==> src/rtl/lzte_pkg.sv <==
// Shared types for the LZ77 triple encoder.
// No dependencies; lz77_triple_encoder and lzte_cell import this package.
package lzte_pkg;

    typedef enum logic [2:0] {
        ST_IDLE,
        ST_START,
        ST_SEARCH,
        ST_SHIFT,
        ST_EMIT
    } t_state;

    typedef struct packed {
        logic shift;
        logic load;
    } t_cell_ctrl;

endpackage

==> src/rtl/lzte_cell.sv <==
// One matcher cell: holds one lookahead byte and one candidate token in flight.
// Depends on lzte_pkg.
module lzte_cell #(
    parameter int IDX    = 0,
    parameter int LEN_W  = 5,
    parameter int DIST_W = 13,
    parameter int CNT_W  = 5
) (
    input  logic                  i_clk,
    input  logic                  i_rst_n,
    input  lzte_pkg::t_cell_ctrl  i_ctrl,
    input  logic [CNT_W-1:0]      i_count,
    input  logic [CNT_W-1:0]      i_cap,
    input  logic [7:0]            i_byte,
    input  logic [7:0]            i_next_la,
    output logic [7:0]            o_la,
    input  logic [7:0]            i_hist_byte,
    input  logic                  i_hist_valid,
    input  logic                  i_tok_valid,
    input  logic                  i_tok_alive,
    input  logic [LEN_W-1:0]      i_tok_len,
    input  logic [DIST_W-1:0]     i_tok_dist,
    output logic                  o_tok_valid,
    output logic                  o_tok_alive,
    output logic [LEN_W-1:0]      o_tok_len,
    output logic [DIST_W-1:0]     o_tok_dist
);
    import lzte_pkg::*;

    logic [7:0] r_la;
    logic       hit;

    assign hit = i_tok_alive && i_hist_valid && (CNT_W'(IDX) < i_cap) && (i_hist_byte == r_la);
    assign o_la = r_la;

    always_ff @(posedge i_clk) begin
        if (i_ctrl.load && (i_count == CNT_W'(IDX))) begin
            r_la <= i_byte;
        end else if (i_ctrl.shift) begin
            r_la <= i_next_la;
        end
    end

    always_ff @(posedge i_clk) begin
        if (!i_rst_n) begin
            o_tok_valid <= 1'b0;
        end else begin
            o_tok_valid <= i_tok_valid;
        end
        o_tok_alive <= hit;
        o_tok_len   <= hit ? LEN_W'(IDX + 1) : i_tok_len;
        o_tok_dist  <= i_tok_dist;
    end

endmodule
==> config.mk <==
export PLATFORM = sky130hd
export DESIGN_NAME = lzte_cell
export DESIGN_NICKNAME = d
export VERILOG_FILES = /design/src/rtl/lzte_pkg.sv /design/src/rtl/lzte_cell.sv
export SDC_FILE = /design/constraint.sdc
export NUM_CORES = 1
export LEC_CHECK = 0
export BUFFER_PORTS_ARGS = -buffer_cell sky130_fd_sc_hd__buf_4
export CORE_MARGIN = 3
export CORE_UTILIZATION = 38
export CTS_CLUSTER_SIZE = 20
export DETAILED_ROUTE_END_ITERATION = 16
export PLACE_DENSITY_LB_ADDON = 0.12
export RECOVER_POWER = 50
export SLEW_MARGIN = 10
export SYNTH_ARGS = -nofsm -noshare
export SYNTH_HDL_FRONTEND = slang
export SYNTH_SLANG_ARGS = --single-unit
==> constraint.sdc <==
create_clock -name i_clk -period 2.16 [get_ports i_clk]
set_clock_uncertainty 0.15 [all_clocks]
set_input_delay 0 -clock i_clk [delete_from_list [all_inputs] [get_ports i_clk]]
set_output_delay 0 -clock i_clk [all_outputs]
set_load 0.05 [all_outputs]
==> results of run 1 <==
-- power by group through the flow --
stage,sequential [mW],clock (mW),combinational [mW]
floorplan,0.713,0,0.0382
global placement,0.600,0,0.284
detailed placement,0.601,0,0.288
CTS,0.589,0.255,0.344
global route,0.592,0.268,0.363
finish,0.590,0.247,0.346
-- path summary, 6_finish.rpt --
path                  start           end  slack, ns
min          i_hist_byte[6]  o_tok_len[4]       0.06
max                 o_la[5]  o_tok_len[0]       0.12
max reg2reg         o_la[5]  o_tok_len[0]       0.12
min reg2reg         o_la[4]  o_tok_len[4]       0.71
-- synthesized netlist by cell type --
library cell	count
o2111a_2	1
a31oi_1	4
inv_1	4
a31o_1	1
nor4_1	1
nor4_2	1
nand2b_1	1
dfxtp_1	20
and3_1	1
xnor2_1	1
edfxtp_1	8
nor3_1	1
xor2_1	7
mux2_2	8
or4_1	1
and2_1	1
nand3b_1	1
-- metal layers --
layer,vias up,global-route usage,part of all wire
met2,44,0.447,0.61
met1,457,0.201,0.33
met5,-,0,0
li1,481,-,-
met4,0,0.0850,0.0044
met3,2,0.0429,0.054
-- sequential cells by signal, summed over array words and instances (netlist names) --
name,count
o_la,8
o_tok_alive,1
o_tok_dist,13
o_tok_len,5
o_tok_valid,1
-- repair_timing --
action,4_1_cts,5_1_grt
endpoints found under the setup margin,0,1
gates resized for setup,0,2
hold buffers,39,0
buffers inserted,0,1
endpoints found under the hold margin,28,0
-- cells by family after synthesis --
family / Yosys count / share of synthesized area
muxes: 8 / 0.0980
AOI/OAI and AO/OA: 6 / 0.0503
xor gates and xnor gates: 8 / 0.0762
DFF: 28 / 0.697
and+or+nand+nor: 8 / 0.0626
buffers and inverters: 4 / 0.0163
-- layout make-up --
cell class | count | area, sq um
repair buffers | 126 | 972
flip-flops and latches | 28 | 641
multi-input cells | 30 | 278
fillers | 114 | 278
clock buffers | 4 | 36.3
well taps | 28 | 35.0
inverters | 4 | 15.0
-- tightest hold or removal path: cells and delay by family --
family,cells,cell delay [ns]
compound gates,1,0.15
xor+xnor,1,0.16
buf+inv,1,0.09
simple gates,1,0.10
-- cells in the final DEF (no fill, tap or decap), drive strengths merged, types with 2 or more instances in the layout --
cell type / n
a31oi: 4
xor2: 7
nor4: 2
edfxtp: 8
buf: 55
mux2: 8
dlygate4sd3: 39
dfxtp: 20
clkbuf: 36
inv: 4
-- metrics by stage --
stage                     setup slack [ns]  hold WS [ns]
after floorplan                      0.456        -0.122
after global placement               0.547       -0.0453
after detailed placement             0.496       -0.0445
after CTS                           0.0186        0.0419
after global routing                0.0553        0.0767
final                                0.115        0.0637
==> flow_summary.toml, run 1 <==
[sta]
final_hold_viol_count = 0
rsz0062_at_grt = "false"
finalCritPeriodShare = 0.947
final.setup.tns_ns = 0
timing.final.crit_period_ns = 2.04
max_freq_mhz = 489
setup_violations = 0
slew_headroom = 0.589
slew_violations = 0
tightest_slew_ns = 0.620

[routing]
firstDrtPassIters = 2
ant_nets = 0
wirelength_um = 3410
vias = 984
wire_per_inst_um = 15.5
route.detailed.drc = 0
first_iter_violations = 3
routed_via_density = 4.47

[global_routing]
grt_max_degree = 16
grt_pass1_vias = 1001
grt-ovfl-total = 0
grtUsageTotal = 0.217
grt_pass1_wl_um = 4360
grt_antenna_before_repair = 0

[cells_and_area]
utilization = 0.877
fin_nets = 252
stdcell_count = 220
syn2layout_area_growth_pct = 115
diodes = 0
final_area_sq_um = 1980
drive_above_1_share = 0.432

[cts]
clk_latency_ns = 0.32
cts_buffers = 3
cts.sinks = 28
clk_transition_reported_paths_ns = 0.14
h-tree-depth = 1
clockBufferDepth = 2
cts_tree = "built"
root_buffer = "clkbuf_4"

[critical_path]
arrival_ns = 2.16
path_cells = "xor2_1 -> nor4_4 -> a31o_1 -> dlygate4sd3_1"
slowest_stage = "dlygate4sd3_1"
critPathMaxFanout = 5
path_delay_family = "buffers and inverters"
start_kind = "flop"
reg2reg_depth = 4
worst_setup_path_end_kind = "flop"
critical_path_class = "flop to flop"
worstPathRequired_ns = 2.28
max_stage_delay_ns = 0.57
crit_buf_inv = 1
cp_num_cells = 4

[run]
cap_violations = 0

[power]
ir_worst_vdd_mv = 0.415
power_frac_clock = 0.208
seqPwrFrac = 0.499
switchingPower_mw = 0.345
p_int_mw = 0.838
p_leak_nw = 0.899
pwr-share-comb = 0.293
powerDensity_nw_per_um2 = 598
finalPower_mw = 1.18
p_sw_frac = 0.292

[logic_synthesis]
synth_cells = 62
avgSynthCellArea_sq_um = 14.8
synth_top_area_share = 0.435
synthTopCellsByArea = "dfxtp_1 (44%), edfxtp_1 (26%), mux2_2 (9.8%), xor2_1 (6.7%), a31oi_1 (2.7%)"
synth-seq-area-share = 0.697
synth.largest_area_cell = "dfxtp_1"
syn_nets = 121
synth_cell_types = 17
ys_seq_elements = 28
yosysWarnings = 0
netlist_area_sq_um = 920

[floorplanning]
fp.dieH_um = 55.2
core-area_sq_um = 2250
num_rows = 17
die-width_um = 55.2
die-area_sq_um = 3050
io_pins = 87
start_util = 0.408

[place]
port_buffers = 86
dpl.cell_count = 176
gp_congestion = 0.653
dpl_cell_area_sq_um = 1600

[hold_path]
whs_path_depth = 4
min_path_type = "primary input to flop"

[run_status]
outcome = "finished, final reports clean"
No activity file was read; power rests on OpenSTA's default activity.
==> run 2: changes to the inputs <==
CORE_MARGIN = default   (was 3)
==> flow_summary.toml, run 2 (same netlist as run 1, synthesis figures left out) <==
[place]
dp_slack_ns = 0.460
dpl.cell_count = 176
gp_congestion = 0.681
port_buffers = 86
dpl_cell_area_sq_um = 1600

[floorplanning]
core-area_sq_um = 2250
num_rows = 17
start_util = 0.408
die-width_um = 51.2
io_pins = 87
die-area_sq_um = 2620
fp.dieH_um = 51.2

[critical_path]
arrival_ns = 2.24
reg2reg_depth = 4
reg2reg_to = "o_tok_len[1]"
worstPathRequired_ns = 2.24
rrSetupSlack_ns = -0.003
worst_setup_path_end_kind = "flop"
start_kind = "flop"
critPathMaxFanout = 6
max_stage_delay_ns = 0.59
r2r_start = "o_la[5]"
slowest_stage = "dlygate4sd3_1"
worstSetupEndpoint = "o_tok_len[1]"
path_cells = "xor2_1 -> nor4_4 -> a31oi_1 -> dlygate4sd3_1"
startpoint = "o_la[5]"
critical_path_class = "flop to flop"

[power]
finalPower_mw = 1.25
pwr-share-comb = 0.284
p_sw_frac = 0.294
p_leak_nw = 0.915
switchingPower_mw = 0.366
ir_worst_vdd_mv = 0.525
power_frac_clock = 0.240
p_int_mw = 0.880
powerDensity_nw_per_um2 = 616
seqPwrFrac = 0.476

[cells_and_area]
fin_nets = 255
layout_commonest_cell = "buf_4"
utilization = 0.896
stdcell_count = 223
largest_register_ffs = 13
most-common-layout-cells = "buf_4 (54), dlygate4sd3_1 (43), dfxtp_1 (20)"
fillers = 110
final_area_sq_um = 2020
diodes = 0
drive_above_1_share = 0.421
top_register = "o_tok_dist"
syn2layout_area_growth_pct = 120

[global_routing]
grt_max_degree = 17
grt_pass1_wl_um = 5270
grt_pass1_vias = 1131
grt_antenna_before_repair = 0
grt-ovfl-total = 0
grtUsageTotal = 0.284

[routing]
wirelength_um = 3660
first_iter_violations = 10
route.detailed.drc = 0
routed_via_density = 4.66
ant_nets = 0
vias = 1040
firstDrtPassIters = 4
wire_per_inst_um = 16.4

[cts]
cts_tree = "built"
clk_latency_ns = 0.32
h-tree-depth = 1
clk_transition_reported_paths_ns = 0.16
clockBufferDepth = 2
post_cts_buffers = 0
cts_buffers = 3
root_buffer = "clkbuf_4"
cts.sinks = 28

[sta]
slew_violations = 0
timing.final.crit_period_ns = 2.16
slew_headroom = 0.574
finalWorstSetupSlack_ns = -0.00326
max_freq_mhz = 462
finalCritPeriodShare = 1.00
final_hold_viol_count = 0
setup_violations = 1
tightest_slew_ns = 0.641

[hold_path]
min_path_type = "primary input to flop"

[run_status]
violations = "negative setup slack"
outcome = "finished with violations"

[run]
cap_violations = 0
-- run 2: final cells by class --
class / count / area (sq um) / area share
timing repair buffer: 129 / 1000 / 0.497
sequential: 28 / 641 / 0.317
multi-input combinational: 30 / 278 / 0.137
clock buffer: 4 / 47.5 / 0.0235
tap: 28 / 35.0 / 0.0173
inverter: 4 / 15.0 / 0.00743
-- run 2: layer usage --
| layer | routed length, um | GRT usage | vias to the layer above |
|---|---|---|---|
| li1 | - | - | 485 |
| met1 | 1320 | 0.306 | 489 |
| met2 | 2040 | 0.537 | 58 |
| met3 | 234 | 0.0506 | 8 |
| met4 | 65 | 0.116 | 0 |
| met5 | 0 | 0 | - |
-- run 2: per-stage QoR --
| step | TNS (ns) | hold slack (ns) |
|---|---|---|
| global placement | 0 | -0.0454 |
| detailed placement | 0 | -0.0444 |
| finish | -0.00326 | 0.125 |
| CTS | 0 | 0.0548 |
| global route | -0.0153 | 0.118 |
| floorplan | 0 | -0.122 |
-- run 2: worst min path at each step --
stage                         from  cells after the start  slack, ns       endpoint
floorplan            i_tok_dist[0]                      0      -0.12  o_tok_dist[0]
global placement     i_tok_dist[7]                      1      -0.05  o_tok_dist[7]
detailed placement   i_tok_dist[7]                      1      -0.04  o_tok_dist[7]
CTS                 i_hist_byte[4]                      4       0.05    o_tok_alive
global route        i_hist_byte[4]                      4       0.12    o_tok_alive
finish              i_hist_byte[4]                      4       0.13    o_tok_alive
-- run 2: repair_timing --
| action | in CTS | in global routing |
|---|---|---|
| gates resized for setup | 0 | 2 |
| hold buffers | 43 | 0 |
| endpoints found under the setup margin | 0 | 5 |
| endpoints found under the hold margin | 28 | 0 |
-- run 2: power by group through the flow --
stage | combinational, mW | sequential (mW) | clock, mW
5_1_grt | 0.368 | 0.595 | 0.320
4_1_cts | 0.350 | 0.589 | 0.298
2_1_floorplan | 0.0382 | 0.713 | 0
3_5_place_dp | 0.287 | 0.601 | 0
6_report | 0.354 | 0.593 | 0.299
3_3_place_gp | 0.283 | 0.600 | 0
-- run 2: worst max-delay path: cells and delay by family (launching register included) --
kind	cells	cell delay, ns
flip-flops	1	0.46
AO/OA/AOI/OAI	1	0.18
buffers and inverters	1	0.59
XOR/XNOR	1	0.22
AND/OR/NAND/NOR	1	0.48
==> run 3: changes to the inputs <==
CELL_PAD_IN_SITES_DETAIL_PLACEMENT = 1   (was default)
CELL_PAD_IN_SITES_GLOBAL_PLACEMENT = 2   (was default)
CORE_UTILIZATION = 21   (was 38)
==> flow_summary.toml, run 3 (same netlist as run 1, synthesis figures left out) <==
[sta]
rsz0062_at_grt = "false"
setup_violations = 0
final.setup.tns_ns = 0
slew_violations = 0
final_hold_viol_count = 0
slew_headroom = 0.595
max_freq_mhz = 556
finalCritPeriodShare = 0.833
tightest_slew_ns = 0.610
timing.final.crit_period_ns = 1.80

[run]
cap_violations = 0

[global_routing]
grtUsageTotal = 0.125
grt_pass1_vias = 988
grt_max_degree = 16
grt-ovfl-total = 0
grt_pass1_wl_um = 4200
grt_antenna_before_repair = 0

[cts]
clockBufferDepth = 2
h-tree-depth = 1
hold_buffers = 37
cts_resized = 0
cts.sinks = 28
clk_latency_ns = 0.27
cts_tree = "built"
cts_buffers = 3
clk_transition_reported_paths_ns = 0.09
post_cts_buffers = 0
root_buffer = "clkbuf_8"

[cells_and_area]
fin_nets = 249
largest_register_ffs = 13
top_register = "o_tok_dist"
utilization = 0.479
seq_area_sq_um = 641
drive_above_1_share = 0.423
diodes = 0
multi_input_area_sq_um = 264
most-common-layout-cells = "buf_4 (54), dlygate4sd3_1 (37), clkbuf_1 (20), dfxtp_1 (20), clkbuf_4 (13)"
fillers = 461
syn2layout_area_growth_pct = 114
layout_commonest_cell = "buf_4"

[routing]
wl_met1_um = 993
first_iter_violations = 13
top_layer = "met4"
route.detailed.drc = 0
wl_met2_um = 1800
wirelength_um = 2970
ant_nets = 0
firstDrtPassIters = 2
routed_via_density = 4.07
route.met3.wl_um = 154
wire_per_inst_um = 12.4
vias = 973

[critical_path]
worstPathRequired_ns = 2.04
critPathMaxFanout = 9
start_kind = "primary input"
worst_setup_path_end_kind = "flop"
arrival_ns = 1.68
critical_path_class = "primary input to flop"
startpoint = "i_count[1]"
r2r_start = "o_la[5]"

[power]
power_frac_clock = 0.236
pwr-share-comb = 0.273
p_sw_frac = 0.282
p_int_mw = 0.860
p_leak_nw = 0.882
ir_worst_vdd_mv = 0.357
powerDensity_nw_per_um2 = 608
finalPower_mw = 1.20
seqPwrFrac = 0.492
switchingPower_mw = 0.338

[hold_path]
hp-start = "i_tok_alive"
min_path_type = "primary input to flop"

[floorplanning]
io_pins = 87
fp.dieH_um = 68.2
num_rows = 23
die-width_um = 68.2
core-area_sq_um = 4120
start_util = 0.223
die-area_sq_um = 4650

[place]
hpwlAfterDp_um = 2130
gp_congestion = 0.720
port_buffers = 86

[run_status]
outcome = "finished, final reports clean"
[run 3: cell count changes in the layout (fill, tap and decap cells not counted), sizes merged]
cell,change
dlygate4sd3,-6
[run 3: per-layer routing]
metal | track usage | vias to the layer above
met5 | 0 | -
met1 | 0.117 | 462
met3 | 0.0400 | 2
li1 | - | 473
met2 | 0.254 | 36
met4 | 0.0313 | 0
[run 3: path summary, 6_finish.rpt]
check | end | slack [ns] | cells after the start
worst max register to register | o_tok_len[2] | 0.53 | 3
worst min-delay path | o_tok_len[4] | 0.02 | 3
worst max-delay path | o_la[3] | 0.36 | 5
worst min register to register | o_tok_len[4] | 0.67 | 3
[run 3: layout make-up]
type,count,share of cell area
clock buffer,4,0.0228
inverter,4,0.00761
tap,50,0.0317
multi-input combinational,30,0.134
timing repair buffer,123,0.479
sequential,28,0.325
[run 3: through the flow]
step                area [sq um]  hold slack (ns)  cells  worst slack, ns
floorplan                    920           -0.122     62            0.456
global placement            1630          -0.0452    198            0.528
detailed placement          1630          -0.0446    198            0.458
CTS                         2040           0.0157    239            0.345
global route                1970           0.0350    239            0.245
finish                      1970           0.0200    239            0.361
[run 3: critical path: stages]
cell and delay (ns):
buf_4 0.11, nor4_1 0.27, nand3b_1 0.36, mux2_2 0.39, dlygate4sd3_1 0.55
[run 3: power groups by stage]
stage                     Sequential (mW)  Combinational (mW)  Clock [mW]
after floorplan                     0.713              0.0382           0
after global placement              0.601               0.287           0
after detailed placement            0.602               0.290           0
after CTS                           0.590               0.345       0.294
after global routing                0.593               0.345       0.322
final                               0.589               0.327       0.282
